File: src/hw/rtl/quintic_trajectory_generator_top_macros.svh
// Assertion macros for the trajectory generator RTL.
`ifndef QUINTIC_TRAJECTORY_GENERATOR_TOP_MACROS_SVH
`define QUINTIC_TRAJECTORY_GENERATOR_TOP_MACROS_SVH
`ifndef SYNTH
`define QTG_ASSERT(lbl, clk, rst_n, prop, msg) \
  lbl: assert property (@(posedge clk) disable iff (!rst_n) (prop)) else $error(msg);
`define QTG_ASSERT_ALWAYS(lbl, clk, prop, msg) \
  lbl: assert property (@(posedge clk) (prop)) else $error(msg);
`else
`define QTG_ASSERT(lbl, clk, rst_n, prop, msg)
`define QTG_ASSERT_ALWAYS(lbl, clk, prop, msg)
`endif
`endif

File: src/hw/rtl/qtg_pkg.sv
`timescale 1ns / 1ps
package qtg_pkg;

  localparam int unsigned DivBits = 80;

  localparam logic [1:0] OP_TICK     = 2'd0;
  localparam logic [1:0] OP_RETARGET = 2'd1;
  localparam logic [1:0] OP_EVAL     = 2'd2;
  localparam logic [1:0] OP_RESTART  = 2'd3;

  localparam logic [1:0] ST_OK       = 2'd0;
  localparam logic [1:0] ST_ZERO_DUR = 2'd1;
  localparam logic [1:0] ST_SAT      = 2'd2;

  localparam logic [2:0] CFG_START_POS = 3'd0;
  localparam logic [2:0] CFG_START_SPD = 3'd1;
  localparam logic [2:0] CFG_START_ACC = 3'd2;
  localparam logic [2:0] CFG_GOAL_POS  = 3'd3;
  localparam logic [2:0] CFG_GOAL_SPD  = 3'd4;
  localparam logic [2:0] CFG_GOAL_ACC  = 3'd5;
  localparam logic [2:0] CFG_DURATION  = 3'd6;
  localparam logic [2:0] CFG_TICK      = 3'd7;

  localparam logic [31:0] CFG_DURATION_RST = 32'd65536;
  localparam logic [31:0] CFG_TICK_RST     = 32'd66;

  localparam logic signed [63:0] S64_MAX = 64'sh7FFF_FFFF_FFFF_FFFF;
  localparam logic signed [63:0] S64_MIN = 64'sh8000_0000_0000_0000;

  typedef struct packed {
    logic [1:0]         operation;
    logic signed [31:0] new_position;
    logic signed [31:0] new_speed;
    logic signed [31:0] new_accel;
    logic [31:0]        new_duration;
    logic [31:0]        eval_time;
  } in_item_t;

  typedef struct packed {
    logic signed [31:0] position;
    logic signed [31:0] speed;
    logic signed [31:0] accel;
    logic               advanced;
    logic [1:0]         status;
  } out_item_t;

  typedef struct packed {
    logic               start;
    logic signed [63:0] x;
    logic [32:0]        s;
  } mul_req_t;

  typedef struct packed {
    logic               start;
    logic [DivBits-1:0] num;
    logic [31:0]        den;
  } div_req_t;

  function automatic logic [63:0] mag(input logic signed [63:0] x);
    return x[63] ? (64'd0 - $unsigned(x)) : $unsigned(x);
  endfunction

  function automatic logic signed [63:0] from_mag(input logic neg, input logic [63:0] m);
    logic signed [63:0] r;
    if (!neg) begin
      r = m[63] ? S64_MAX : $signed(m);
    end else if (m[63]) begin
      r = S64_MIN;
    end else begin
      r = -$signed(m);
    end
    return r;
  endfunction

  function automatic logic signed [63:0] sadd(input logic signed [63:0] a,
                                              input logic signed [63:0] b);
    logic signed [64:0] s;
    s = {a[63], a} + {b[63], b};
    if (s[64] != s[63]) begin
      return s[64] ? S64_MIN : S64_MAX;
    end
    return s[63:0];
  endfunction

  function automatic logic signed [63:0] sneg(input logic signed [63:0] a);
    return (a == S64_MIN) ? S64_MAX : -a;
  endfunction

  // Saturating multiply by a small signed constant; negation comes first.
  function automatic logic signed [63:0] smul_k(input logic signed [63:0] a,
                                                input logic signed [5:0] k);
    logic signed [63:0] aa;
    logic [4:0]         kk;
    logic signed [69:0] p;
    aa = k[5] ? sneg(a) : a;
    kk = k[5] ? 5'(-k) : k[4:0];
    p  = aa * $signed({1'b0, kk});
    if (p[69:63] != {7{p[69]}}) begin
      return p[69] ? S64_MIN : S64_MAX;
    end
    return p[63:0];
  endfunction

  function automatic logic signed [63:0] half(input logic signed [63:0] x);
    logic [64:0] t;
    t = {1'b0, mag(x)} + 65'd1;
    return from_mag(x[63], t[64:1]);
  endfunction

  function automatic logic clamp_hit(input logic signed [63:0] x);
    return x[63:31] != {33{x[63]}};
  endfunction

  function automatic logic signed [31:0] clamp32(input logic signed [63:0] x);
    if (clamp_hit(x)) begin
      return x[63] ? 32'sh8000_0000 : 32'sh7FFF_FFFF;
    end
    return x[31:0];
  endfunction

  // Weights of dp, Vf, V0, A0, Af for the three upper coefficients.
  function automatic logic signed [5:0] coef_k(input logic [1:0] row, input logic [2:0] term);
    logic signed [5:0] k;
    case ({row, term})
      5'b00_000: k = 6'sd20;
      5'b00_001: k = -6'sd8;
      5'b00_010: k = -6'sd12;
      5'b00_011: k = -6'sd3;
      5'b00_100: k = 6'sd1;
      5'b01_000: k = -6'sd30;
      5'b01_001: k = 6'sd14;
      5'b01_010: k = 6'sd16;
      5'b01_011: k = 6'sd3;
      5'b01_100: k = -6'sd2;
      5'b10_000: k = 6'sd12;
      5'b10_001: k = -6'sd6;
      5'b10_010: k = -6'sd6;
      5'b10_011: k = -6'sd1;
      5'b10_100: k = 6'sd1;
      default:   k = 6'sd0;
    endcase
    return k;
  endfunction

  // Derivative weight of coefficient i for pass 0 (value), 1 (first), 2 (second).
  function automatic logic signed [5:0] horner_k(input logic [1:0] pass, input logic [2:0] i);
    logic signed [5:0] k;
    case (pass)
      2'd0: k = 6'sd1;
      2'd1: k = $signed({3'd0, i});
      2'd2: begin
        case (i)
          3'd2:    k = 6'sd2;
          3'd3:    k = 6'sd6;
          3'd4:    k = 6'sd12;
          3'd5:    k = 6'sd20;
          default: k = 6'sd0;
        endcase
      end
      default: k = 6'sd0;
    endcase
    return k;
  endfunction

endpackage

File: src/hw/rtl/qtg_mulq.sv
`timescale 1ns / 1ps
// Computes round(x * s / 2^32) on magnitudes with one 32x33 multiplier.
module qtg_mulq import qtg_pkg::*; (
  input  logic               clk_i,
  input  logic               rst_ni,
  input  mul_req_t           req_i,
  output logic               done_o,
  output logic signed [63:0] y_o
);

  logic [1:0]  phase_q;
  logic        busy_q;
  logic        done_q;
  logic        neg_q;
  logic [31:0] hi_q;
  logic [31:0] lo_q;
  logic [32:0] s_q;
  logic [64:0] plo_q;
  logic [64:0] phi_q;
  logic [63:0] m;
  logic [31:0] opa;
  logic [64:0] prod;
  logic [65:0] r;
  logic signed [63:0] y_q;

  assign m    = mag(req_i.x);
  assign opa  = (phase_q == 2'd0) ? lo_q : hi_q;
  assign prod = {33'd0, opa} * {32'd0, s_q};
  assign r    = {1'b0, phi_q} + {33'd0, 33'((plo_q + 65'h8000_0000) >> 32)};

  always_ff @(posedge clk_i or negedge rst_ni) begin
    if (!rst_ni) begin
      phase_q <= 2'd0;
      busy_q  <= 1'b0;
      done_q  <= 1'b0;
      neg_q   <= 1'b0;
      hi_q    <= '0;
      lo_q    <= '0;
      s_q     <= '0;
      plo_q   <= '0;
      phi_q   <= '0;
      y_q     <= '0;
    end else begin
      done_q <= 1'b0;
      if (req_i.start) begin
        busy_q  <= 1'b1;
        phase_q <= 2'd0;
        neg_q   <= req_i.x[63];
        hi_q    <= m[63:32];
        lo_q    <= m[31:0];
        s_q     <= req_i.s;
      end else if (busy_q) begin
        case (phase_q)
          2'd0: begin
            plo_q   <= prod;
            phase_q <= 2'd1;
          end
          2'd1: begin
            phi_q   <= prod;
            phase_q <= 2'd2;
          end
          default: begin
            y_q     <= from_mag(neg_q, (r[65:64] != 2'd0) ? '1 : r[63:0]);
            done_q  <= 1'b1;
            busy_q  <= 1'b0;
            phase_q <= 2'd0;
          end
        endcase
      end
    end
  end

  assign done_o = done_q;
  assign y_o    = y_q;

endmodule

File: config.mk
export PLATFORM = sky130hd
export DESIGN_NAME = qtg_mulq
export DESIGN_NICKNAME = d
export VERILOG_FILES = /design/src/hw/rtl/quintic_trajectory_generator_top_macros.svh /design/src/hw/rtl/qtg_pkg.sv /design/src/hw/rtl/qtg_mulq.sv
export SDC_FILE = /design/constraint.sdc
export NUM_CORES = 2
export LEC_CHECK = 0
export ABC_AREA = 1
export BUFFER_PORTS_ARGS = -buffer_cell sky130_fd_sc_hd__buf_2
export CAP_MARGIN = 20
export CORE_ASPECT_RATIO = 0.75
export CORE_MARGIN = 8
export CORE_UTILIZATION = 50
export CTS_CLUSTER_DIAMETER = 50
export DETAILED_ROUTE_END_ITERATION = 10
export HOLD_SLACK_MARGIN = 0.08
export PLACE_DENSITY_LB_ADDON = 0.12
export RECOVER_POWER = 25
export SLEW_MARGIN = 10
export SYNTH_ARGS = -nofsm -noshare
export SYNTH_HDL_FRONTEND = slang
export SYNTH_SLANG_ARGS = --single-unit
File: constraint.sdc
create_clock -name clk_i -period 16.4 [get_ports clk_i]
set_input_delay 0.82 -clock clk_i [delete_from_list [all_inputs] [get_ports clk_i]]
set_output_delay 0.82 -clock clk_i [all_outputs]
set_load 0.005 [all_outputs]
== Word-level counts from Yosys, hierarchy flattened ==
Index checks and enable logic that the tools add are counted.

* Flip-flop bits (word level): 296
* Input port bits: 100
* Output and inout bits: 65

* Add/sub/neg operators: 4
* Multiply operators: 1
* Eq/ne operators: 1
* Multiplexer cells: 15
* Bitwise gates (word level): 2
* Reduce and logical (&&, ||, !) cells: 7

{| class="wikitable"
|+ Operator list
! kind !! number
|-
| 64-bit 2-to-1 mux || 4
|-
| 65-bit by 33-bit adder with 66-bit output || 1
|-
| 65-bit by 32-bit adder with 65-bit output, second input constant || 1
|-
| 32-bit by 33-bit multiplier with 65-bit output || 1
|-
| 64-bit negation || 1
|-
| 1-bit by 64-bit subtractor with 64-bit output, first input constant || 1
|-
| 63-bit 2-to-1 mux || 1
|-
| 32-bit 2-to-1 mux || 1
|-
| 3-bit AND reduction || 3
|-
| 1-bit 2-to-1 mux || 6
|-
| 2-bit 2-to-1 mux || 2
|-
| 2-bit case mux with 2 select lines || 1
|-
| 2-bit nonzero test || 2
|-
| 2-bit by 1-bit equality test with 1-bit output, second input constant || 1
|-
| 2-bit logical NOT || 1
|-
| 1-bit inverter || 2
|-
| 2-bit OR reduction || 1
|}

== Depth between registers and ports, before layout ==
* Word-level depth: 7
* Mapped depth: 45
* Depth with buffers taken out: 43

== Worst setup path after synthesis ==
No wires, ideal clock.

* Path type: register to register
* From: register phase_q[1]
* To: register phi_q[57]
* Library setup time: 130 ps
* Arrival: 7,926 ps
* Slack: 8,344 ps
* Cell stages (with the launch flop): 38
* Clock period less this slack: 8,056 ps
* Cell sequence: dfrtp_1 -> nor2_1 -> inv_1 -> clkbuf_1 -> or2_2 -> o21ai_1 -> clkinv_1 -> clkbuf_1 -> nand2_1 -> fa_1 -> fa_1 -> fa_1 -> fa_1 -> inv_1 -> fa_1 -> inv_1 -> fa_1 -> fa_1 -> [2 not listed] -> ha_1 -> a21oi_1 -> o21ai_0 -> a21oi_1 -> nand3_1 -> nand2_1 -> nand2_1 -> nand2_1 -> nand2_1 -> nand2_1 -> nand2_1 -> a21oi_1 -> inv_1 -> nand2_1 -> nand2_1 -> or2_2 -> nand3_1 -> o21ai_0

* Word-level cells in the longest chain between the ends: 3

{| class="wikitable"
|+ Ends and longest elaborated chain
! what !! line !! RTL
|-
| from (decl) || qtg_mulq.sv:11 || <nowiki>logic [1:0] phase_q;</nowiki>
|-
| from (signal assigned) || qtg_mulq.sv:33 || <nowiki>phase_q <= 2'd0;</nowiki>
|-
| from (signal assigned) || qtg_mulq.sv:47 || <nowiki>phase_q <= 2'd0;</nowiki>
|-
| from (signal assigned) || qtg_mulq.sv:56 || <nowiki>phase_q <= 2'd1;</nowiki>
|-
| 2-bit logical NOT || qtg_mulq.sv:27 || <nowiki>assign opa = (phase_q == 2'd0) ? lo_q : hi_q;</nowiki>
|-
| 32-bit 2-to-1 mux || qtg_mulq.sv:27 ||
|-
| 32-bit by 33-bit multiplier with 65-bit output || qtg_mulq.sv:28 || <nowiki>assign prod = {33'd0, opa} * {32'd0, s_q};</nowiki>
|-
| to (signal assigned) || qtg_mulq.sv:59 || <nowiki>phi_q <= prod;</nowiki>
|-
| to (decl) || qtg_mulq.sv:19 || <nowiki>logic [64:0] phi_q;</nowiki>
|}

Several ways; a longest one is shown, not always the timed one.
A chain may end at the register's enable or synchronous reset.

== Final worst setup path ==
* From: register phase_q[1]
* To: register phi_q[64]

Same word-level chain as after synthesis.

==> qor.yml <==
synthesis:
  ys_ff_latch: 265
  syn_area_mm2: 0.0518
  yosysUniqueCellTypes: 55
  synth_edf_count: 0
  postSynthAreaPerCell_um2: 7.57
  async_flop_share: 1.00
  synth-seq-area-share: 0.128
  ys_warn_count: 0
  synthCells: 6844
  syn_nets: 8171
  ys_dominant_reg_cell: "dfrtp_1"
detailed_routing:
  post_drt_via_cell_ratio: 5.63
  drc_errors: 0
  num_vias: 46506
  finalWirelength_um: 198000
  drt_iter0_drc: 4966
  wl_per_cell_um: 24.0
  drt-pass1-iter-count: 7
  ant_nets: 0
clocking:
  clk_latency_ns: 0.62
  root_buffer: "clkbuf_16"
  clockBufferDepth: 3
  cts_buffers: 41
  cts_tree: "built"
  cts_sinks: 265
  clk_transition_reported_paths_ns: 0.07
  postCtsSetupRepairBufs: 0
  cts_max_level: 2
  cts-resized-gates: 0
  ctsHoldBuffers: 0
die:
  rows: 102
  die_w_um: 388
  core-area_mm2: 0.103
  io_pins: 165
  dieArea_mm2: 0.114
  start_util: 0.503
  die_h_um: 295
final_layout:
  area_growth_pct: 7.12
  nets: 8207
  layout-drive-gt1-share: 0.0679
  final_util: 0.539
critical_path:
  reg2reg_slack_ns: 4.77
  r2r-start: "phase_q[1]"
  critPathLaunch: "phase_q[1]"
  critPathKind: "flip-flop to flip-flop"
  arrival_ns: 12.11
  crit_buf_inv: 9
  start_kind: "flip-flop"
  cp.depth: 31
  crit_fanout: 35
  critPathSlowestCell: "clkinv_1"
  cpLargestDelayFamily: "adder cells"
  end_kind: "flip-flop"
  required_ns: 16.87
  reg2reg_depth: 31
  crit_path_max_incr_delay_ns: 1.01
grt:
  antenna_found_initial: 6
  grt_use_total: 0.349
  grt_max_degree: 111
  grt_pass1_vias: 46854
  grt_pass1_wl_um: 299000
  overflow: 0
status:
  outcome: "finished with violations"
  violations: "capacitance limit, slew limit"
sta:
  final-hold-violation-count: 0
  fmax_ghz: 0.0860
  relSlewSlack: -2.34
  period_needed_ns: 11.63
  rsz0062_at_grt: "no"
  setup_viol: 0
  drv_slew: 338
  final_min_period_over_clock_period: 0.709
  clock_skew_ns: 0.0389
  fin_setup_tns_ns: 0
  worstMarginPinSlew_ns: 5.01
placed_design:
  dp_hpwl_um: 159000
  port_buffers: 164
  gp_congestion: 1.02
worst_hold_path:
  worstHoldStart: "req_i[5]"
  holdPathStages: 3
  holdCritPathClass: "input pin to flip-flop"
run:
  maxCapViolCount: 6
==> cell usage after synthesis, types with 5 or more instances <==
master	count	share of area
clkinv_1	35	0.0025
nand3_1	219	0.021
dfrtp_1	265	0.13
ha_1	300	0.072
nor3_1	62	0.0060
o211ai_1	6	0.00087
xnor2_1	71	0.012
nand2_1	1625	0.12
o21bai_1	9	0.0013
o21ai_1	44	0.0043
o21ai_0	275	0.027
nand3b_1	16	0.0023
nor4_1	22	0.0027
inv_1	1358	0.098
nor2_1	857	0.062
a21oi_1	135	0.013
xor2_1	105	0.018
buf_1	10	0.00072
o21a_1	6	0.00087
nand2_2	14	0.0017
or2_2	57	0.0069
nor2_4	6	0.0013
nand4_1	55	0.0066
inv_2	18	0.0013
nor2_2	21	0.0025
nor3_2	5	0.00097
buf_2	6	0.00058
clkbuf_1	235	0.017
a31oi_1	31	0.0037
fa_1	927	0.36
==> cell type report <==
class	instances	area [um^2]
fill	10069	47500
clock inverter	21	290
antenna	1	2.50
tap	1352	1690
sequential	265	6630
inverter	1412	5300
multi-input combinational	4909	38900
timing repair buffer	251	1480
clock buffer	53	1160
==> state kept, by name, summed over array words and instances, names as in the netlist <==
name / cells
hi_q: 32
plo_q: 34
done_o: 1
busy_q: 1
neg_q: 1
phi_q: 65
s_q: 33
lo_q: 32
y_o: 64
phase_q: 2
==> cells in the final DEF (no fill, tap or decap), drive strengths merged, types with 3 or more instances in the layout <==
cell / count
a21boi: 3
dfrtp: 265
xor2: 105
o21a: 6
nor2: 884
fa: 927
nand3: 222
o31ai: 4
buf: 245
and3: 3
o21ai: 320
nand2: 1640
o21bai: 9
nand3b: 16
a21o: 4
clkinv: 37
xnor2: 71
a31oi: 31
or2: 59
inv: 1390
nand4: 56
nor4: 22
a21oi: 139
ha: 300
clkbuf: 59
bufinv: 4
nor3: 67
o211ai: 6
==> metal layers <==
metal,track usage,share of wire,vias up
met5,0,0.00014,-
met4,0.129,0.045,4
met3,0.143,0.15,456
met2,0.458,0.37,2626
met1,0.510,0.44,22954
li1,-,-,20466
==> cells by family (layout without fill, tap and decap cells) <==
logic type      count (synthesis)  in the layout  synth area share
fa+ha+maj                    1227           1227             0.431
compound gates                533            533            0.0550
xor+xnor                      176            176            0.0298
other cells                     0              1                 0
simple gates                 2973           2973             0.234
buf+inv                      1670           1737             0.122
flops                         265            265             0.128
==> path summary, 6_finish.rpt <==
check | to
worst max-delay path | phi_q[64]
worst min-delay path | s_q[5]
worst max register to register | phi_q[64]
worst min register to register | y_o[47]
max in group asynchronous | s_q[15]
min in group asynchronous | hi_q[11]
==> stage by stage <==
step           setup WS [ns]  hold slack (ns)  std cells  area, um^2
2_1_floorplan           8.34            0.446       6844       51800
3_3_place_gp            5.39            0.461       8186       54000
6_report                4.77            0.426       8264       55500
3_5_place_dp            5.27            0.461       8187       54000
5_1_grt                 4.49            0.432       8263       55500
4_1_cts                 5.26            0.217       8261       55500
==> worst register-to-register path: cells and delay by family (launching register included) <==
kind                       cells  cell delay (ns)
adders and majority gates      9             4.48
and+or+nand+nor                5             1.96
AOI/OAI and AO/OA              8             2.58
buffers and inverters          9             2.06
DFF                            1             0.44
Power is not shown: default switching activity piles up to over one toggle a cycle in this logic, so the estimate is an artifact.
