$ cat config.mk
export PLATFORM = sky130hd
export DESIGN_NAME = qtg_div
export DESIGN_NICKNAME = d
export VERILOG_FILES = /design/src/hw/rtl/quintic_trajectory_generator_top_macros.svh /design/src/hw/rtl/qtg_pkg.sv /design/src/hw/rtl/qtg_div.sv
export SDC_FILE = /design/constraint.sdc
export NUM_CORES = 1
export LEC_CHECK = 0
export BUFFER_PORTS_ARGS = -buffer_cell sky130_fd_sc_hd__buf_2
export CORE_MARGIN = 10
export CORE_UTILIZATION = 35
export DETAILED_ROUTE_END_ITERATION = 10
export GPL_ROUTABILITY_DRIVEN = 0
export PLACE_DENSITY_LB_ADDON = 0.15
export SYNTH_ARGS = -nofsm -noshare
export SYNTH_HDL_FRONTEND = slang
export SYNTH_SLANG_ARGS = --single-unit
export TNS_END_PERCENT = 50
$ cat constraint.sdc
create_clock -name clk_i -period 2.95 [get_ports clk_i]
set_clock_uncertainty 0.05 [all_clocks]
set_input_delay 0.1475 -clock clk_i [delete_from_list [all_inputs] [get_ports clk_i]]
set_output_delay 0.1475 -clock clk_i [all_outputs]
set_load 0.03 [all_outputs]
$ cat src/hw/rtl/quintic_trajectory_generator_top_macros.svh
// Assertion macros for the trajectory generator RTL.
`ifndef QUINTIC_TRAJECTORY_GENERATOR_TOP_MACROS_SVH
`define QUINTIC_TRAJECTORY_GENERATOR_TOP_MACROS_SVH
`ifndef SYNTH
`define QTG_ASSERT(lbl, clk, rst_n, prop, msg) \
  lbl: assert property (@(posedge clk) disable iff (!rst_n) (prop)) else $error(msg);
`define QTG_ASSERT_ALWAYS(lbl, clk, prop, msg) \
  lbl: assert property (@(posedge clk) (prop)) else $error(msg);
`else
`define QTG_ASSERT(lbl, clk, rst_n, prop, msg)
`define QTG_ASSERT_ALWAYS(lbl, clk, prop, msg)
`endif
`endif

$ cat src/hw/rtl/qtg_pkg.sv
`timescale 1ns / 1ps
package qtg_pkg;

  localparam int unsigned DivBits = 80;

  localparam logic [1:0] OP_TICK     = 2'd0;
  localparam logic [1:0] OP_RETARGET = 2'd1;
  localparam logic [1:0] OP_EVAL     = 2'd2;
  localparam logic [1:0] OP_RESTART  = 2'd3;

  localparam logic [1:0] ST_OK       = 2'd0;
  localparam logic [1:0] ST_ZERO_DUR = 2'd1;
  localparam logic [1:0] ST_SAT      = 2'd2;

  localparam logic [2:0] CFG_START_POS = 3'd0;
  localparam logic [2:0] CFG_START_SPD = 3'd1;
  localparam logic [2:0] CFG_START_ACC = 3'd2;
  localparam logic [2:0] CFG_GOAL_POS  = 3'd3;
  localparam logic [2:0] CFG_GOAL_SPD  = 3'd4;
  localparam logic [2:0] CFG_GOAL_ACC  = 3'd5;
  localparam logic [2:0] CFG_DURATION  = 3'd6;
  localparam logic [2:0] CFG_TICK      = 3'd7;

  localparam logic [31:0] CFG_DURATION_RST = 32'd65536;
  localparam logic [31:0] CFG_TICK_RST     = 32'd66;

  localparam logic signed [63:0] S64_MAX = 64'sh7FFF_FFFF_FFFF_FFFF;
  localparam logic signed [63:0] S64_MIN = 64'sh8000_0000_0000_0000;

  typedef struct packed {
    logic [1:0]         operation;
    logic signed [31:0] new_position;
    logic signed [31:0] new_speed;
    logic signed [31:0] new_accel;
    logic [31:0]        new_duration;
    logic [31:0]        eval_time;
  } in_item_t;

  typedef struct packed {
    logic signed [31:0] position;
    logic signed [31:0] speed;
    logic signed [31:0] accel;
    logic               advanced;
    logic [1:0]         status;
  } out_item_t;

  typedef struct packed {
    logic               start;
    logic signed [63:0] x;
    logic [32:0]        s;
  } mul_req_t;

  typedef struct packed {
    logic               start;
    logic [DivBits-1:0] num;
    logic [31:0]        den;
  } div_req_t;

  function automatic logic [63:0] mag(input logic signed [63:0] x);
    return x[63] ? (64'd0 - $unsigned(x)) : $unsigned(x);
  endfunction

  function automatic logic signed [63:0] from_mag(input logic neg, input logic [63:0] m);
    logic signed [63:0] r;
    if (!neg) begin
      r = m[63] ? S64_MAX : $signed(m);
    end else if (m[63]) begin
      r = S64_MIN;
    end else begin
      r = -$signed(m);
    end
    return r;
  endfunction

  function automatic logic signed [63:0] sadd(input logic signed [63:0] a,
                                              input logic signed [63:0] b);
    logic signed [64:0] s;
    s = {a[63], a} + {b[63], b};
    if (s[64] != s[63]) begin
      return s[64] ? S64_MIN : S64_MAX;
    end
    return s[63:0];
  endfunction

  function automatic logic signed [63:0] sneg(input logic signed [63:0] a);
    return (a == S64_MIN) ? S64_MAX : -a;
  endfunction

  // Saturating multiply by a small signed constant; negation comes first.
  function automatic logic signed [63:0] smul_k(input logic signed [63:0] a,
                                                input logic signed [5:0] k);
    logic signed [63:0] aa;
    logic [4:0]         kk;
    logic signed [69:0] p;
    aa = k[5] ? sneg(a) : a;
    kk = k[5] ? 5'(-k) : k[4:0];
    p  = aa * $signed({1'b0, kk});
    if (p[69:63] != {7{p[69]}}) begin
      return p[69] ? S64_MIN : S64_MAX;
    end
    return p[63:0];
  endfunction

  function automatic logic signed [63:0] half(input logic signed [63:0] x);
    logic [64:0] t;
    t = {1'b0, mag(x)} + 65'd1;
    return from_mag(x[63], t[64:1]);
  endfunction

  function automatic logic clamp_hit(input logic signed [63:0] x);
    return x[63:31] != {33{x[63]}};
  endfunction

  function automatic logic signed [31:0] clamp32(input logic signed [63:0] x);
    if (clamp_hit(x)) begin
      return x[63] ? 32'sh8000_0000 : 32'sh7FFF_FFFF;
    end
    return x[31:0];
  endfunction

  // Weights of dp, Vf, V0, A0, Af for the three upper coefficients.
  function automatic logic signed [5:0] coef_k(input logic [1:0] row, input logic [2:0] term);
    logic signed [5:0] k;
    case ({row, term})
      5'b00_000: k = 6'sd20;
      5'b00_001: k = -6'sd8;
      5'b00_010: k = -6'sd12;
      5'b00_011: k = -6'sd3;
      5'b00_100: k = 6'sd1;
      5'b01_000: k = -6'sd30;
      5'b01_001: k = 6'sd14;
      5'b01_010: k = 6'sd16;
      5'b01_011: k = 6'sd3;
      5'b01_100: k = -6'sd2;
      5'b10_000: k = 6'sd12;
      5'b10_001: k = -6'sd6;
      5'b10_010: k = -6'sd6;
      5'b10_011: k = -6'sd1;
      5'b10_100: k = 6'sd1;
      default:   k = 6'sd0;
    endcase
    return k;
  endfunction

  // Derivative weight of coefficient i for pass 0 (value), 1 (first), 2 (second).
  function automatic logic signed [5:0] horner_k(input logic [1:0] pass, input logic [2:0] i);
    logic signed [5:0] k;
    case (pass)
      2'd0: k = 6'sd1;
      2'd1: k = $signed({3'd0, i});
      2'd2: begin
        case (i)
          3'd2:    k = 6'sd2;
          3'd3:    k = 6'sd6;
          3'd4:    k = 6'sd12;
          3'd5:    k = 6'sd20;
          default: k = 6'sd0;
        endcase
      end
      default: k = 6'sd0;
    endcase
    return k;
  endfunction

endpackage

$ cat src/hw/rtl/qtg_div.sv
`timescale 1ns / 1ps
// Restoring divider, one quotient bit per cycle. The quotient is capped at 2^63.
module qtg_div import qtg_pkg::*; (
  input  logic        clk_i,
  input  logic        rst_ni,
  input  div_req_t    req_i,
  output logic        done_o,
  output logic [63:0] quot_o
);

  localparam int unsigned CntW = $clog2(DivBits);

  logic               busy_q;
  logic               done_q;
  logic [CntW-1:0]    cnt_q;
  logic [DivBits-1:0] num_q;
  logic [31:0]        den_q;
  logic [31:0]        rem_q;
  logic [32:0]        rem_sh;
  logic               ge;
  logic [32:0]        rem_sub;

  assign rem_sh  = {rem_q, num_q[DivBits-1]};
  assign ge      = rem_sh >= {1'b0, den_q};
  assign rem_sub = rem_sh - {1'b0, den_q};

  always_ff @(posedge clk_i or negedge rst_ni) begin
    if (!rst_ni) begin
      busy_q <= 1'b0;
      done_q <= 1'b0;
      cnt_q  <= '0;
      num_q  <= '0;
      den_q  <= '0;
      rem_q  <= '0;
    end else begin
      done_q <= 1'b0;
      if (req_i.start) begin
        busy_q <= 1'b1;
        cnt_q  <= '0;
        num_q  <= req_i.num;
        den_q  <= req_i.den;
        rem_q  <= '0;
      end else if (busy_q) begin
        rem_q <= ge ? rem_sub[31:0] : rem_sh[31:0];
        num_q <= {num_q[DivBits-2:0], ge};
        if (cnt_q == CntW'(DivBits - 1)) begin
          busy_q <= 1'b0;
          done_q <= 1'b1;
        end else begin
          cnt_q <= cnt_q + 1'b1;
        end
      end
    end
  end

  assign done_o = done_q;
  assign quot_o = (|num_q[DivBits-1:63]) ? {1'b1, 63'd0} : num_q[63:0];

endmodule

; Word level (Yosys, flattened, before mapping)
; Index checks and enable logic that the tools add are counted.
[word_totals]
register_bits = 153
input_bits = 115
out_inout_bits = 65
word_cells = 29
[classes]
n_addsub = 2
magnitude_cmp = 1
n_eq_ne = 2
n_mux = 15
reduce_logical = 3
[ops]
columns = operator, count
row1 = 80-bit two-way mux, 2
row2 = 32-bit two-way mux, 3
row3 = 64-bit two-way mux, 1
row4 = 33-bit by 32-bit greater-or-equal comparator with 1-bit output, 1
row5 = 32-bit subtractor, 1
row6 = 7-bit two-way mux, 3
row7 = 17-bit OR reduction, 1
row8 = 7-bit by 1-bit adder with 7-bit output (second input constant), 1
row9 = 7-bit == test (second input constant), 1
row10 = 1-bit two-way mux, 6
row11 = 2-bit != test (second input constant), 1
row12 = 2-bit AND reduction, 1
row13 = 2-bit nonzero test, 1

; Longest topological paths before layout
; Gate-level depths: netlist of run 1.
[depth]
word_depth = 4
depth_mapped = 13
ltp_nobuf = 12

; Worst setup path before layout of run 1
; No wires, ideal clock.
[synth_timing]
path_type = reg2reg
startpoint = register num_q[79]
endpoint = register rem_q[20]
setup_ps = 99
arrival_ps = 2527
required_ps = 2801
slack_ps = 274
stages_incl_launch_ff = 13
n_path_buf = 0
synth_period_minus_slack_ps = 2676
cell_sequence = dfrtp_1 > inv_1 > ha_1 > fa_1 > nor2b_1 > o31a_1 > o21ai_0 > a21oi_2 > a21oi_1 > o311ai_2 > xor2_1 > nand2_1 > a311oi_1
[synth_between]
elab_chain_cells = 4
elab_cells_between_ends = 5
classes_between = add/sub: 1 / order compare: 1 / mux: 3
[synth_lines]
columns = element, line_no
row1 = "start, declared", qtg_div.sv:16  ; logic [DivBits-1:0] num_q;
row2 = "start signal, assigned", qtg_div.sv:40  ; num_q <= req_i.num;
row3 = "start signal, assigned", qtg_div.sv:45  ; num_q <= {num_q[DivBits-2:0], ge};
row4 = 32-bit subtractor / 33-bit by 32-bit greater-or-equal comparator with 1-bit output (equally long branches), "qtg_div.sv:25, qtg_div.sv:24"
row5 = 32-bit two-way mux *, qtg_div.sv:44  ; rem_q <= ge ? rem_sub[31:0] : rem_sh[31:0];
row6 = 32-bit two-way mux *, qtg_div.sv:43  ; end else if (busy_q) begin
row7 = 32-bit two-way mux *, qtg_div.sv:37  ; if (req_i.start) begin
row8 = "end signal, assigned", qtg_div.sv:44
row9 = "end, declared", qtg_div.sv:18  ; logic [31:0] rem_q;
; Every way passes the cells marked *; elsewhere a longest branch is shown, timed or not. The select of a mux whose other input is x is not followed.
; A chain may end at the register's enable or synchronous reset.

; Worst setup path in the final report of run 1
[layout_timing]
startpoint = register num_q[79]
endpoint = register rem_q[28]
; Same word-level chain as after synthesis.

==> flow_metrics.env, run 1 <==
export IMPL_cts_htree_levels=4
export IMPL_power_switching_mw=2.31
export IMPL_layout_nets=1458
export IMPL_hpwlAfterDp_mm=18.1
export IMPL_worst_path_max_fanout=3
export IMPL_power_leakage_nw=6.45
export IMPL_routed_wirelength_mm=26.1
export IMPL_total_of_warnings_raised_by_yosys=0
export IMPL_worst_slew_margin_rel_pct=62.5
export IMPL_synth_edf_count=0
export IMPL_floorplan_die_width_um=182
export IMPL_cts_sinks=153
export IMPL_clock_power_share_pct=33.0
export IMPL_combPwrFrac_pct=30.5
export IMPL_tightest_slew_ns=0.563
export IMPL_syn_nets=1176
export IMPL_synth_flop_cell="dfrtp_1"
export IMPL_required_ns=3.20
export IMPL_largest_net_degree_at_the_start_of_global_routing=102
export IMPL_die_area_mm2=0.0330
export IMPL_grt_util_all_layers_pct=15.6
export IMPL_fp_dieH_um=182
export IMPL_top_level_ports=180
export IMPL_arrival_ns=3.06
export IMPL_power_density_mw_per_mm2=551
export IMPL_initial_core_util_pct=35.3
export IMPL_max_vdd_ir_drop_mv=0.330
export IMPL_wire_per_inst_um=15.8
export IMPL_final_area_mm2=0.0123
export IMPL_fraction_of_layout_cells_with_a_size_suffix_above_1_pct=21.4
export IMPL_first_iter_violations=354
export IMPL_yosys_area_share_adder_pct=4.73
export IMPL_dpl_instance_area_mm2=0.0105
export IMPL_syn2layout_area_growth_pct=34.9
export IMPL_timing_hold_violations_final=0
export IMPL_post_synth_xor_area_fraction_pct=2.78
export IMPL_later_pin_clock_latency_in_the_skew_report_ns=0.42
export IMPL_yosys_cell_types_count=59
export IMPL_yosys_area_share_simple_pct=18.4
export IMPL_number_of_antenna_violating_nets_in_the_routed_design=0
export IMPL_dr_total_vias=8119
export IMPL_drt_drc_violations_left=0
export IMPL_maxCapViolCount=0
export IMPL_maxSlewViolCount=0
export IMPL_root_buffer="clkbuf_16"
export IMPL_clk_path_buf_depth=2
export IMPL_clkSlewWorstSetupHoldPaths_ns=0.07
export IMPL_synthesis_instances=1027
export IMPL_final_period_utilization_pct=95.2
export IMPL_grt_remaining_overflow=0
export IMPL_worstSetupStartpointType="flip-flop"
export IMPL_unrepaired_setup_endpoints_after_global_routing="yes"
export IMPL_wire_length_of_the_first_global_routing_pass_mm=43.4
export IMPL_sw_frac_of_total_pct=34.0
export IMPL_fp_row_count=59
export IMPL_via_count_of_the_first_global_routing_pass=8508
export IMPL_timing_hold_worst_class="in -> reg"
export IMPL_post_synth_mux_area_share_pct=10.5
export IMPL_drtPass1Iterations=4
export IMPL_drt_vias_per_instance=4.90
export IMPL_share_seq_of_total_power_pct=36.5
export IMPL_classification_of_the_worst_setup_path="reg -> reg"
export IMPL_yosysSeqAreaShare_pct=41.8
export IMPL_synth_top_family_by_area="simple AND/OR/NAND/NOR gates"
export IMPL_layout_min_cycle_time_ns=2.81
export IMPL_fin_worst_hold_slack_ns=0.124
export IMPL_mappedNetlistArea_mm2=0.00915
export IMPL_setup_viol=0
export IMPL_core_outline_area_mm2=0.0259
export IMPL_cell_internal_pwr_mw=4.50
export IMPL_cp_endpoint_kind="flip-flop"
export IMPL_tritoncts="yes"
export IMPL_synth_compound_gate_area_share_pct=17.1
export IMPL_ys_ff_latch=153
export IMPL_num_cts_buffers=17
export IMPL_achievable_frequency_mhz=356
export IMPL_status="complete, no violations"
export IMPL_syn_mean_instance_area_um2=8.91
export IMPL_postSynth_asyncResetShare_pct=100
export IMPL_antenna_found_initial=1
export IMPL_numPortBuffers=179
[worst max-delay path, cell delays in order (launching register included)]
cell and delay, ns:
dfrtp_1 0.35, inv_1 0.05, ha_1 0.22, fa_2 0.38, nor2b_4 0.14, o31a_1 0.21
o21ai_1 0.11, a21oi_2 0.20, a21oi_2 0.11, o311ai_4 0.35, a31oi_2 0.17, mux2i_1 0.25
a21oi_1 0.10
[per-stage QoR]
step	setup TNS [ns]	power (mW)	util [%]	std cells	setup slack (ns)
floorplan	0	3.85	-	1027	0.274
global placement	0	4.40	40.6	1510	0.0960
detailed placement	0	4.40	40.6	1510	0.0596
CTS	0	6.82	47.2	1655	0.0390
global route	-0.0659	7.28	47.6	1658	-0.0454
finish	0	6.81	47.6	1658	0.143
[cells by family after synthesis]
kind of cell / Yosys count
xor gates and xnor gates: 29
adders and majority gates: 34
muxes: 96
and+or+nand+nor: 352
buffers and inverters: 103
DFF: 153
AOI/OAI and AO/OA: 260
[layout by cell type, fill, tap and decap left out, types with 6 or more instances in the layout]
cell type and count:
xnor2_1 13, dlygate4sd3_1 113, and3_1 10, nand4_1 9, nor2b_1 6, a211oi_1 22
buf_2 177, nand2_1 144, a21oi_2 8, o21ai_0 128, buf_4 31, nor3_1 9
ha_1 29, nand2b_1 10, dfrtp_1 152, xor2_1 16, inv_1 39, nand3_1 16
mux2i_1 95, a21o_1 11, inv_8 6, clkbuf_16 17, and2_1 69, nor2_1 63
a21oi_1 45
[sequential cells by signal, summed over array words and instances (netlist names)]
name and cells:
den_q 32, cnt_q 7, rem_q 32, busy_q 1, done_o 1, num_q 80
[Yosys cell counts (3+ instances only)]
cell type | instances | area share, %
buf_1 | 7 | 0.29
clkbuf_1 | 45 | 1.8
a31oi_1 | 5 | 0.34
nand2b_1 | 10 | 0.68
o21bai_1 | 4 | 0.33
and2_1 | 69 | 4.7
mux2i_1 | 95 | 10
o21a_1 | 4 | 0.33
and3_1 | 10 | 0.68
o21ai_0 | 129 | 7.1
nor3_1 | 9 | 0.49
a21o_1 | 11 | 0.90
nand2_1 | 144 | 5.9
xnor2_1 | 13 | 1.2
a211oi_1 | 23 | 1.9
o21ai_1 | 4 | 0.22
a21oi_1 | 48 | 2.6
nand4_1 | 9 | 0.62
nor2b_1 | 7 | 0.48
a21oi_2 | 5 | 0.48
a311oi_1 | 3 | 0.29
buf_2 | 9 | 0.49
a211oi_2 | 4 | 0.55
inv_1 | 39 | 1.6
nor4_1 | 6 | 0.41
nor2_1 | 63 | 2.6
dfrtp_1 | 153 | 42
nand3_1 | 16 | 0.87
ha_1 | 33 | 4.5
xor2_1 | 16 | 1.5
[power by group through the flow]
stage                     Combinational [mW]  Clock (mW)  Sequential (mW)
final                                   2.07        2.25             2.49
after global routing                    2.34        2.42             2.52
after CTS                               2.02        2.32             2.48
after detailed placement                1.88           0             2.52
after global placement                  1.88           0             2.52
after floorplan                         1.38           0             2.47
[timing repair]
action	in CTS	in global routing
endpoints found under the hold margin	167	0
hold buffers	113	0
buffers inserted	0	2
gates resized for setup	0	21
endpoints found under the setup margin	0	19
[cell type report]
type / instances / area (um^2)
timing repair buffer: 327 / 2350
tap: 335 / 419
clock inverter: 15 / 173
multi-input combinational: 771 / 4990
clock buffer: 17 / 425
fill: 2499 / 13600
antenna: 1 / 2.50
sequential: 153 / 3830
inverter: 39 / 146
[routing by layer]
| metal | up-vias | GRT usage (%) | share of wire [%] |
|---|---|---|---|
| li1 | 4114 | - | - |
| met1 | 3849 | 19.9 | 47 |
| met2 | 145 | 25.8 | 47 |
| met3 | 11 | 4.43 | 4.9 |
| met4 | 0 | 3.12 | 0.80 |
| met5 | - | 0 | 0 |
[final timing paths]
kind	start	to	slack, ns	cells past startpoint
max in group asynchronous	rst_ni	den_q[1]$_DFFE_PN0P_	1.88	3
min reg2reg	den_q[0]$_DFFE_PN0P_	den_q[0]$_DFFE_PN0P_	0.47	1
max	num_q[79]$_DFFE_PN0P_	rem_q[28]$_DFFE_PN0P_	0.14	12
max reg2reg	num_q[79]$_DFFE_PN0P_	rem_q[28]$_DFFE_PN0P_	0.14	12
min in group asynchronous	rst_ni	den_q[18]$_DFFE_PN0P_	0.20	2
min	req_i[112]	cnt_q[2]$_DFFE_PN0P_	0.12	2
Power figures use the tool's default switching activity.
==> run 2, diff against run 1 <==
--- a/config.mk
+++ b/config.mk
@@ -5,11 +5,13 @@
 export SDC_FILE = /design/constraint.sdc
 export NUM_CORES = 1
 export LEC_CHECK = 0
+export ABC_AREA = 1
 export BUFFER_PORTS_ARGS = -buffer_cell sky130_fd_sc_hd__buf_2
 export CORE_MARGIN = 10
 export CORE_UTILIZATION = 35
 export DETAILED_ROUTE_END_ITERATION = 10
 export GPL_ROUTABILITY_DRIVEN = 0
+export GPL_TIMING_DRIVEN = 1
 export PLACE_DENSITY_LB_ADDON = 0.15
 export SYNTH_ARGS = -nofsm -noshare
 export SYNTH_HDL_FRONTEND = slang
==> run 2 against run 1 <==
Compared with the run above: synthesized cell count rose by 35%; count of clock-buffer cells in the layout rose by 1; global-route usage rose by 2.3 points; non-clock buffer count fell by 23; via count rose by 17%; register-to-register slack improved by 0.46 ns; worst setup slack improved by 0.38 ns; clock power barely moved; power rose by 29%; critical path depth fell by 5; hold slack improved by 0.11 ns; highest routed layer unchanged; synthesized area rose by 5.5%.
==> flow_metrics.env, run 2 <==
export IMPL_clk_path_buf_depth=2
export IMPL_wl_met2_mm=14.0
export IMPL_status="complete, no violations"
export IMPL_max_vdd_ir_drop_mv=0.407
export IMPL_root_buffer="clkbuf_16"
export IMPL_tightest_slew_ns=1.05
export IMPL_syn_nets=1534
export IMPL_drtPass1Iterations=5
export IMPL_postSynth_asyncResetShare_pct=100
export IMPL_drt_vias_per_instance=4.72
export IMPL_wire_per_inst_um=15.0
export IMPL_floorplan_die_width_um=186
export IMPL_layout_min_cycle_time_ns=2.43
export IMPL_mostFrequentLayoutCell="nand2_1"
export IMPL_synthesis_instances=1385
export IMPL_first_iter_violations=463
export IMPL_dr_total_vias=9479
export IMPL_fraction_of_layout_cells_with_a_size_suffix_above_1_pct=15.3
export IMPL_netlist_top_cell_by_area="dfrtp_1"
export IMPL_topRoutingLayerUsed="met4"
export IMPL_setup_tns_final_ns=0
export IMPL_grt_util_all_layers_pct=17.9
export IMPL_routed_wirelength_mm=30.2
export IMPL_clock_power_share_pct=25.7
export IMPL_yosys_area_share_adder_pct=4.48
export IMPL_layout_nets=1804
export IMPL_synthDominantCellAreaShare_pct=39.6
export IMPL_drt_drc_violations_left=0
export IMPL_timing_hold_worst_class="in -> async"
export IMPL_yosys_cell_types_count=38
export IMPL_largest_net_degree_at_the_start_of_global_routing=101
export IMPL_synth_cells_most_frequent="nand2_1, inv_1, dfrtp_1"
export IMPL_classification_of_the_worst_setup_path="reg -> out"
export IMPL_worst_slew_margin_rel_pct=30.0
export IMPL_syn2layout_area_growth_pct=30.5
export IMPL_dpl_cell_count=1864
export IMPL_maxCapViolCount=0
export IMPL_required_ns=2.75
export IMPL_yosysSeqAreaShare_pct=39.6
export IMPL_layout_top_registers="num_q: 80 flops, den_q: 32 flops, rem_q: 32 flops"
export IMPL_largest_register_ff_count=80
export IMPL_most_frequent_cell_after_synthesis="nand2_1"
export IMPL_total_of_warnings_raised_by_yosys=0
export IMPL_fin_worst_hold_slack_ns=0.232
export IMPL_mappedNetlistArea_mm2=0.00966
export IMPL_wire_length_of_the_first_global_routing_pass_mm=50.4
export IMPL_power_leakage_nw=7.00
export IMPL_cts_resized=0
export IMPL_m1WireLength_mm=13.9
export IMPL_hpwlAfterDp_mm=21.7
export IMPL_cts_hold_buf=113
export IMPL_yosys_area_share_simple_pct=31.4
export IMPL_top_level_ports=180
export IMPL_arrival_ns=2.23
export IMPL_combPwrFrac_pct=44.7
export IMPL_fp_row_count=60
export IMPL_cp_endpoint_kind="output pin"
export IMPL_unrepaired_setup_endpoints_after_global_routing="no"
export IMPL_cell_internal_pwr_mw=5.04
export IMPL_power_switching_mw=3.76
export IMPL_setup_fix_bufs_post_cts=0
export IMPL_reg2reg_setup_slack_ns=0.60
export IMPL_cts_htree_levels=4
export IMPL_routed_wl_met3_mm=1.84
export IMPL_synth_edf_count=0
export IMPL_power_density_mw_per_mm2=699
export IMPL_die_area_mm2=0.0346
export IMPL_worst_r2r_endpoint="rem_q[19]$_DFFE_PN0P_"
export IMPL_number_of_antenna_violating_nets_in_the_routed_design=0
export IMPL_worst_r2r_cell_count=14
export IMPL_grt_remaining_overflow=0
export IMPL_final_period_utilization_pct=82.4
export IMPL_numPortBuffers=179
export IMPL_syn_mean_instance_area_um2=6.97
export IMPL_layout_cells_most_common_list="nand2_1, inv_1, buf_2, dfrtp_1, dlygate4sd3_1"
export IMPL_tritoncts="yes"
export IMPL_num_cts_buffers=17
export IMPL_fp_dieH_um=186
export IMPL_synth_top_family_by_area="simple AND/OR/NAND/NOR gates"
export IMPL_timing_hold_violations_final=0
export IMPL_regMostFlops="num_q"
export IMPL_sw_frac_of_total_pct=42.8
export IMPL_antenna_found_initial=1
export IMPL_final_cells=2010
export IMPL_via_count_of_the_first_global_routing_pass=10100
export IMPL_synth_compound_gate_area_share_pct=10.5
export IMPL_setup_viol=0
export IMPL_netlist_top_cells_area="dfrtp_1, nand2_1, inv_1, o221ai_1, nor2_1"
export IMPL_initial_core_util_pct=35.7
export IMPL_post_synth_mux_area_share_pct=0
export IMPL_worstSetupStartpointType="flip-flop"
export IMPL_achievable_frequency_mhz=411
export IMPL_later_pin_clock_latency_in_the_skew_report_ns=0.44
export IMPL_maxSlewViolCount=0
export IMPL_worst_path_max_fanout=64
export IMPL_clkSlewWorstSetupHoldPaths_ns=0.08
export IMPL_core_outline_area_mm2=0.0270
export IMPL_ys_ff_latch=153
export IMPL_synth_flop_cell="dfrtp_1"
export IMPL_crit_reg2reg_launch="rem_q[7]$_DFFE_PN0P_"
export IMPL_cts_sinks=153
export IMPL_post_synth_xor_area_fraction_pct=1.36
export IMPL_share_seq_of_total_power_pct=29.6
-- run 2: cell count changes in the layout (fill, tap and decap cells not counted), moves of 17 or more --
cell      delta
nand2_1    +344
inv_1      +215
mux2i_1     -95
o21ai_0     -90
o221ai_1    +72
and2_1      -67
nand3_1     +52
nor2_1      +47
a21oi_1     -26
a211oi_1    -22
buf_4       -20
nand3b_1    +17
-- run 2: kinds of logic after synthesis --
group	after synthesis
simple gates	729
buf+inv	313
flops	153
compound gates	141
fa+ha+maj	34
xor+xnor	15
-- run 2: how the worst max path moves through the flow --
stage | startpoint | endpoint | cells after the start
after floorplan | num_q[67]$_DFFE_PN0P_ | quot_o[54] | 4
after global placement | rem_q[7]$_DFFE_PN0P_ | rem_q[19]$_DFFE_PN0P_ | 14
after detailed placement | rem_q[7]$_DFFE_PN0P_ | rem_q[26]$_DFFE_PN0P_ | 15
after CTS | num_q[73]$_DFFE_PN0P_ | quot_o[10] | 7
after global routing | rem_q[20]$_DFFE_PN0P_ | rem_q[27]$_DFFE_PN0P_ | 11
final | num_q[73]$_DFFE_PN0P_ | quot_o[10] | 7
-- run 2: critical path, stage by stage, from the launching register on --
cell     delay, ns
dfrtp_1       0.37
inv_1         0.10
nand4_1       0.11
nor3_1        0.17
nand4_1       0.12
buf_4         0.33
nor2_1        0.30
buf_2         0.26
-- run 2: layout make-up --
class,instances,area [um^2]
diodes,1,2.50
repair buffers,304,2150
multi-input cells,919,4610
clock inverters,14,165
clock buffers,18,439
well taps,341,427
fillers,2729,14400
flip-flops and latches,153,3830
inverters,260,976
-- run 2: routing by layer --
layer,track usage [%],vias to the layer above
met2,29.7,236
li1,-,4859
met5,0,-
met3,4.80,23
met4,4.45,0
met1,22.7,4361
-- run 2: metrics by stage --
step           setup slack, ns  utilization [%]  area, um^2  power (mW)
6_report                 0.519             46.6       12600        8.81
5_1_grt                  0.364             46.6       12600        9.61
4_1_cts                  0.452             46.6       12600        8.91
3_5_place_dp             0.613             40.2       10900        6.47
3_3_place_gp             0.585             40.2       10900        6.45
2_1_floorplan            0.989                -        9660        5.56
-- run 2: power by group through the flow --
| stage | sequential, mW | combinational [mW] | clock, mW |
|---|---|---|---|
| floorplan | 2.60 | 2.96 | 0 |
| global placement | 2.64 | 3.82 | 0 |
| detailed placement | 2.65 | 3.83 | 0 |
| CTS | 2.61 | 3.97 | 2.33 |
| global route | 2.65 | 4.56 | 2.40 |
| finish | 2.61 | 3.93 | 2.26 |
==> run 3, diff against run 2 <==
==> constraint.sdc (replaced) <==
create_clock -name clk_i -period 2.5 [get_ports clk_i]
set_clock_uncertainty 0.05 [all_clocks]
set_input_delay 0.125 -clock clk_i [delete_from_list [all_inputs] [get_ports clk_i]]
set_output_delay 0.125 -clock clk_i [all_outputs]
set_load 0.03 [all_outputs]
==> run 3 against run 2 <==
Compared with the run above: sequential cell count did not move; global-route usage barely moved; highest routed layer unchanged; cell area rose by 1.4%.
==> flow_metrics.env, run 3 (synthesis results as in run 2) <==
export IMPL_fraction_of_layout_cells_with_a_size_suffix_above_1_pct=16.4
export IMPL_fp_row_count=60
export IMPL_clock_power_share_pct=25.1
export IMPL_num_cts_buffers=17
export IMPL_tightest_slew_ns=0.546
export IMPL_worst_slew_margin_rel_pct=63.6
export IMPL_fp_dieH_um=186
export IMPL_fin_util_pct=47.3
export IMPL_largest_net_degree_at_the_start_of_global_routing=128
export IMPL_cts_htree_levels=4
export IMPL_grt_remaining_overflow=0
export IMPL_layout_min_cycle_time_ns=2.32
export IMPL_combPwrFrac_pct=45.8
export IMPL_cp_endpoint_kind="flip-flop"
export IMPL_status="complete, no violations"
export IMPL_layout_top_registers="num_q: 80 flops, den_q: 32 flops, rem_q: 32 flops"
export IMPL_first_iter_violations=586
export IMPL_routed_wirelength_mm=30.3
export IMPL_final_period_utilization_pct=92.8
export IMPL_core_outline_area_mm2=0.0270
export IMPL_share_seq_of_total_power_pct=29.1
export IMPL_number_of_antenna_violating_nets_in_the_routed_design=0
export IMPL_layout_nets=1816
export IMPL_largest_register_ff_count=80
export IMPL_final_cells=2022
export IMPL_timing_hold_worst_path_depth=3
export IMPL_grt_util_all_layers_pct=18.0
export IMPL_initial_core_util_pct=35.7
export IMPL_critical_path_slowest_cell="dfrtp_1"
export IMPL_finalPower_mw=10.6
export IMPL_power_leakage_nw=7.05
export IMPL_root_buffer="clkbuf_16"
export IMPL_crit_chain="ha_1 -> nand2_1 -> nor2_1 -> nand3_1 -> nor2_1 -> nand2_1 -> nand2_2 -> nor2_4 -> nand2_8 -> buf_12 -> nand3_1 -> nand2_1 -> nand2_1"
export IMPL_top_level_ports=180
export IMPL_max_stage_delay_ns=0.40
export IMPL_die_area_mm2=0.0346
export IMPL_worst_r2r_cell_count=13
export IMPL_later_pin_clock_latency_in_the_skew_report_ns=0.44
export IMPL_place_ws_ns=0.114
export IMPL_hpwlAfterDp_mm=22.1
export IMPL_worstSetupStartpointType="flip-flop"
export IMPL_fin_worst_hold_slack_ns=0.0300
export IMPL_timing_hold_violations_final=0
export IMPL_dr_total_vias=9510
export IMPL_worst_path_dominant_cell_family="simple AND/OR/NAND/NOR gates"
export IMPL_final_area_mm2=0.0128
export IMPL_timing_hold_worst_class="in -> reg"
export IMPL_worst_path_max_fanout=19
export IMPL_layout_setup_ws_ns=0.180
export IMPL_clkSlewWorstSetupHoldPaths_ns=0.07
export IMPL_required_ns=2.77
export IMPL_dpl_instance_area_mm2=0.0110
export IMPL_setup_viol=0
export IMPL_drt_vias_per_instance=4.70
export IMPL_cell_internal_pwr_mw=6.14
export IMPL_layout_cells_most_common_list="nand2_1, inv_1, buf_2, dfrtp_1, dlygate4sd3_1"
export IMPL_syn2layout_area_growth_pct=32.3
export IMPL_tritoncts="yes"
export IMPL_cp_buffers_inverters=1
export IMPL_wire_length_of_the_first_global_routing_pass_mm=50.8
export IMPL_cpMostUsedCell="nand2_1"
export IMPL_power_switching_mw=4.46
export IMPL_max_vdd_ir_drop_mv=0.551
export IMPL_classification_of_the_worst_setup_path="reg -> reg"
export IMPL_power_density_mw_per_mm2=830
export IMPL_sw_frac_of_total_pct=42.1
export IMPL_via_count_of_the_first_global_routing_pass=10000
export IMPL_setup_tns_final_ns=0
export IMPL_arrival_ns=2.59
export IMPL_numPortBuffers=179
export IMPL_unrepaired_setup_endpoints_after_global_routing="no"
export IMPL_drtPass1Iterations=8
export IMPL_regMostFlops="num_q"
export IMPL_mostFrequentLayoutCell="nand2_1"
export IMPL_maxCapViolCount=0
export IMPL_floorplan_die_width_um=186
export IMPL_antenna_found_initial=1
export IMPL_drt_drc_violations_left=0
export IMPL_maxSlewViolCount=0
export IMPL_crit_cells=13
export IMPL_dpl_cell_count=1872
export IMPL_achievable_frequency_mhz=431
export IMPL_clk_path_buf_depth=2
export IMPL_cts_sinks=153
export IMPL_wire_per_inst_um=15.0
[run 3: worst paths after layout]
check | startpoint | endpoint | slack (ns)
setup reg to reg | rem_q[6]$_DFFE_PN0P_ | rem_q[21]$_DFFE_PN0P_ | 0.18
hold / removal | req_i[112] | den_q[28]$_DFFE_PN0P_ | 0.03
max in group asynchronous | rst_ni | num_q[0]$_DFFE_PN0P_ | 1.46
setup / recovery | rem_q[6]$_DFFE_PN0P_ | rem_q[21]$_DFFE_PN0P_ | 0.18
hold reg to reg | rem_q[31]$_DFFE_PN0P_ | rem_q[31]$_DFFE_PN0P_ | 0.45
min in group asynchronous | rst_ni | den_q[10]$_DFFE_PN0P_ | 0.17
[run 3: power by group through the flow]
stage | sequential, mW | clock (mW) | combinational [mW]
after floorplan | 3.07 | 0 | 3.49
after global placement | 3.12 | 0 | 4.58
after detailed placement | 3.13 | 0 | 4.61
after CTS | 3.08 | 2.73 | 4.77
after global routing | 3.14 | 2.82 | 5.53
final | 3.09 | 2.66 | 4.85
[run 3: area by class of cell]
| cell class | instances | area (um^2) |
|---|---|---|
| diodes | 1 | 2.50 |
| clock buffers | 18 | 429 |
| clock inverters | 14 | 156 |
| fillers | 2779 | 14200 |
| inverters | 260 | 976 |
| multi-input cells | 919 | 4670 |
| flip-flops and latches | 153 | 3830 |
| well taps | 341 | 427 |
| repair buffers | 316 | 2280 |
[run 3: worst min-delay path: stages]
cell,delay [ns]
buf_4,0.19
nand2_1,0.08
o21ai_0,0.06
[run 3: per-layer routing]
metal	up-vias	part of all wire [%]	global-route usage [%]
met3	23	5.8	4.54
met5	-	0	0
met2	207	46	29.8
met1	4389	47	23.0
li1	4891	-	-
met4	0	1.1	4.06
[run 3: timing repair]
action	CTS	global route
hold buffers	114	0
setup buffers	0	3
hold endpoints to repair	159	0
setup endpoints to repair	0	33
resized for setup	0	11
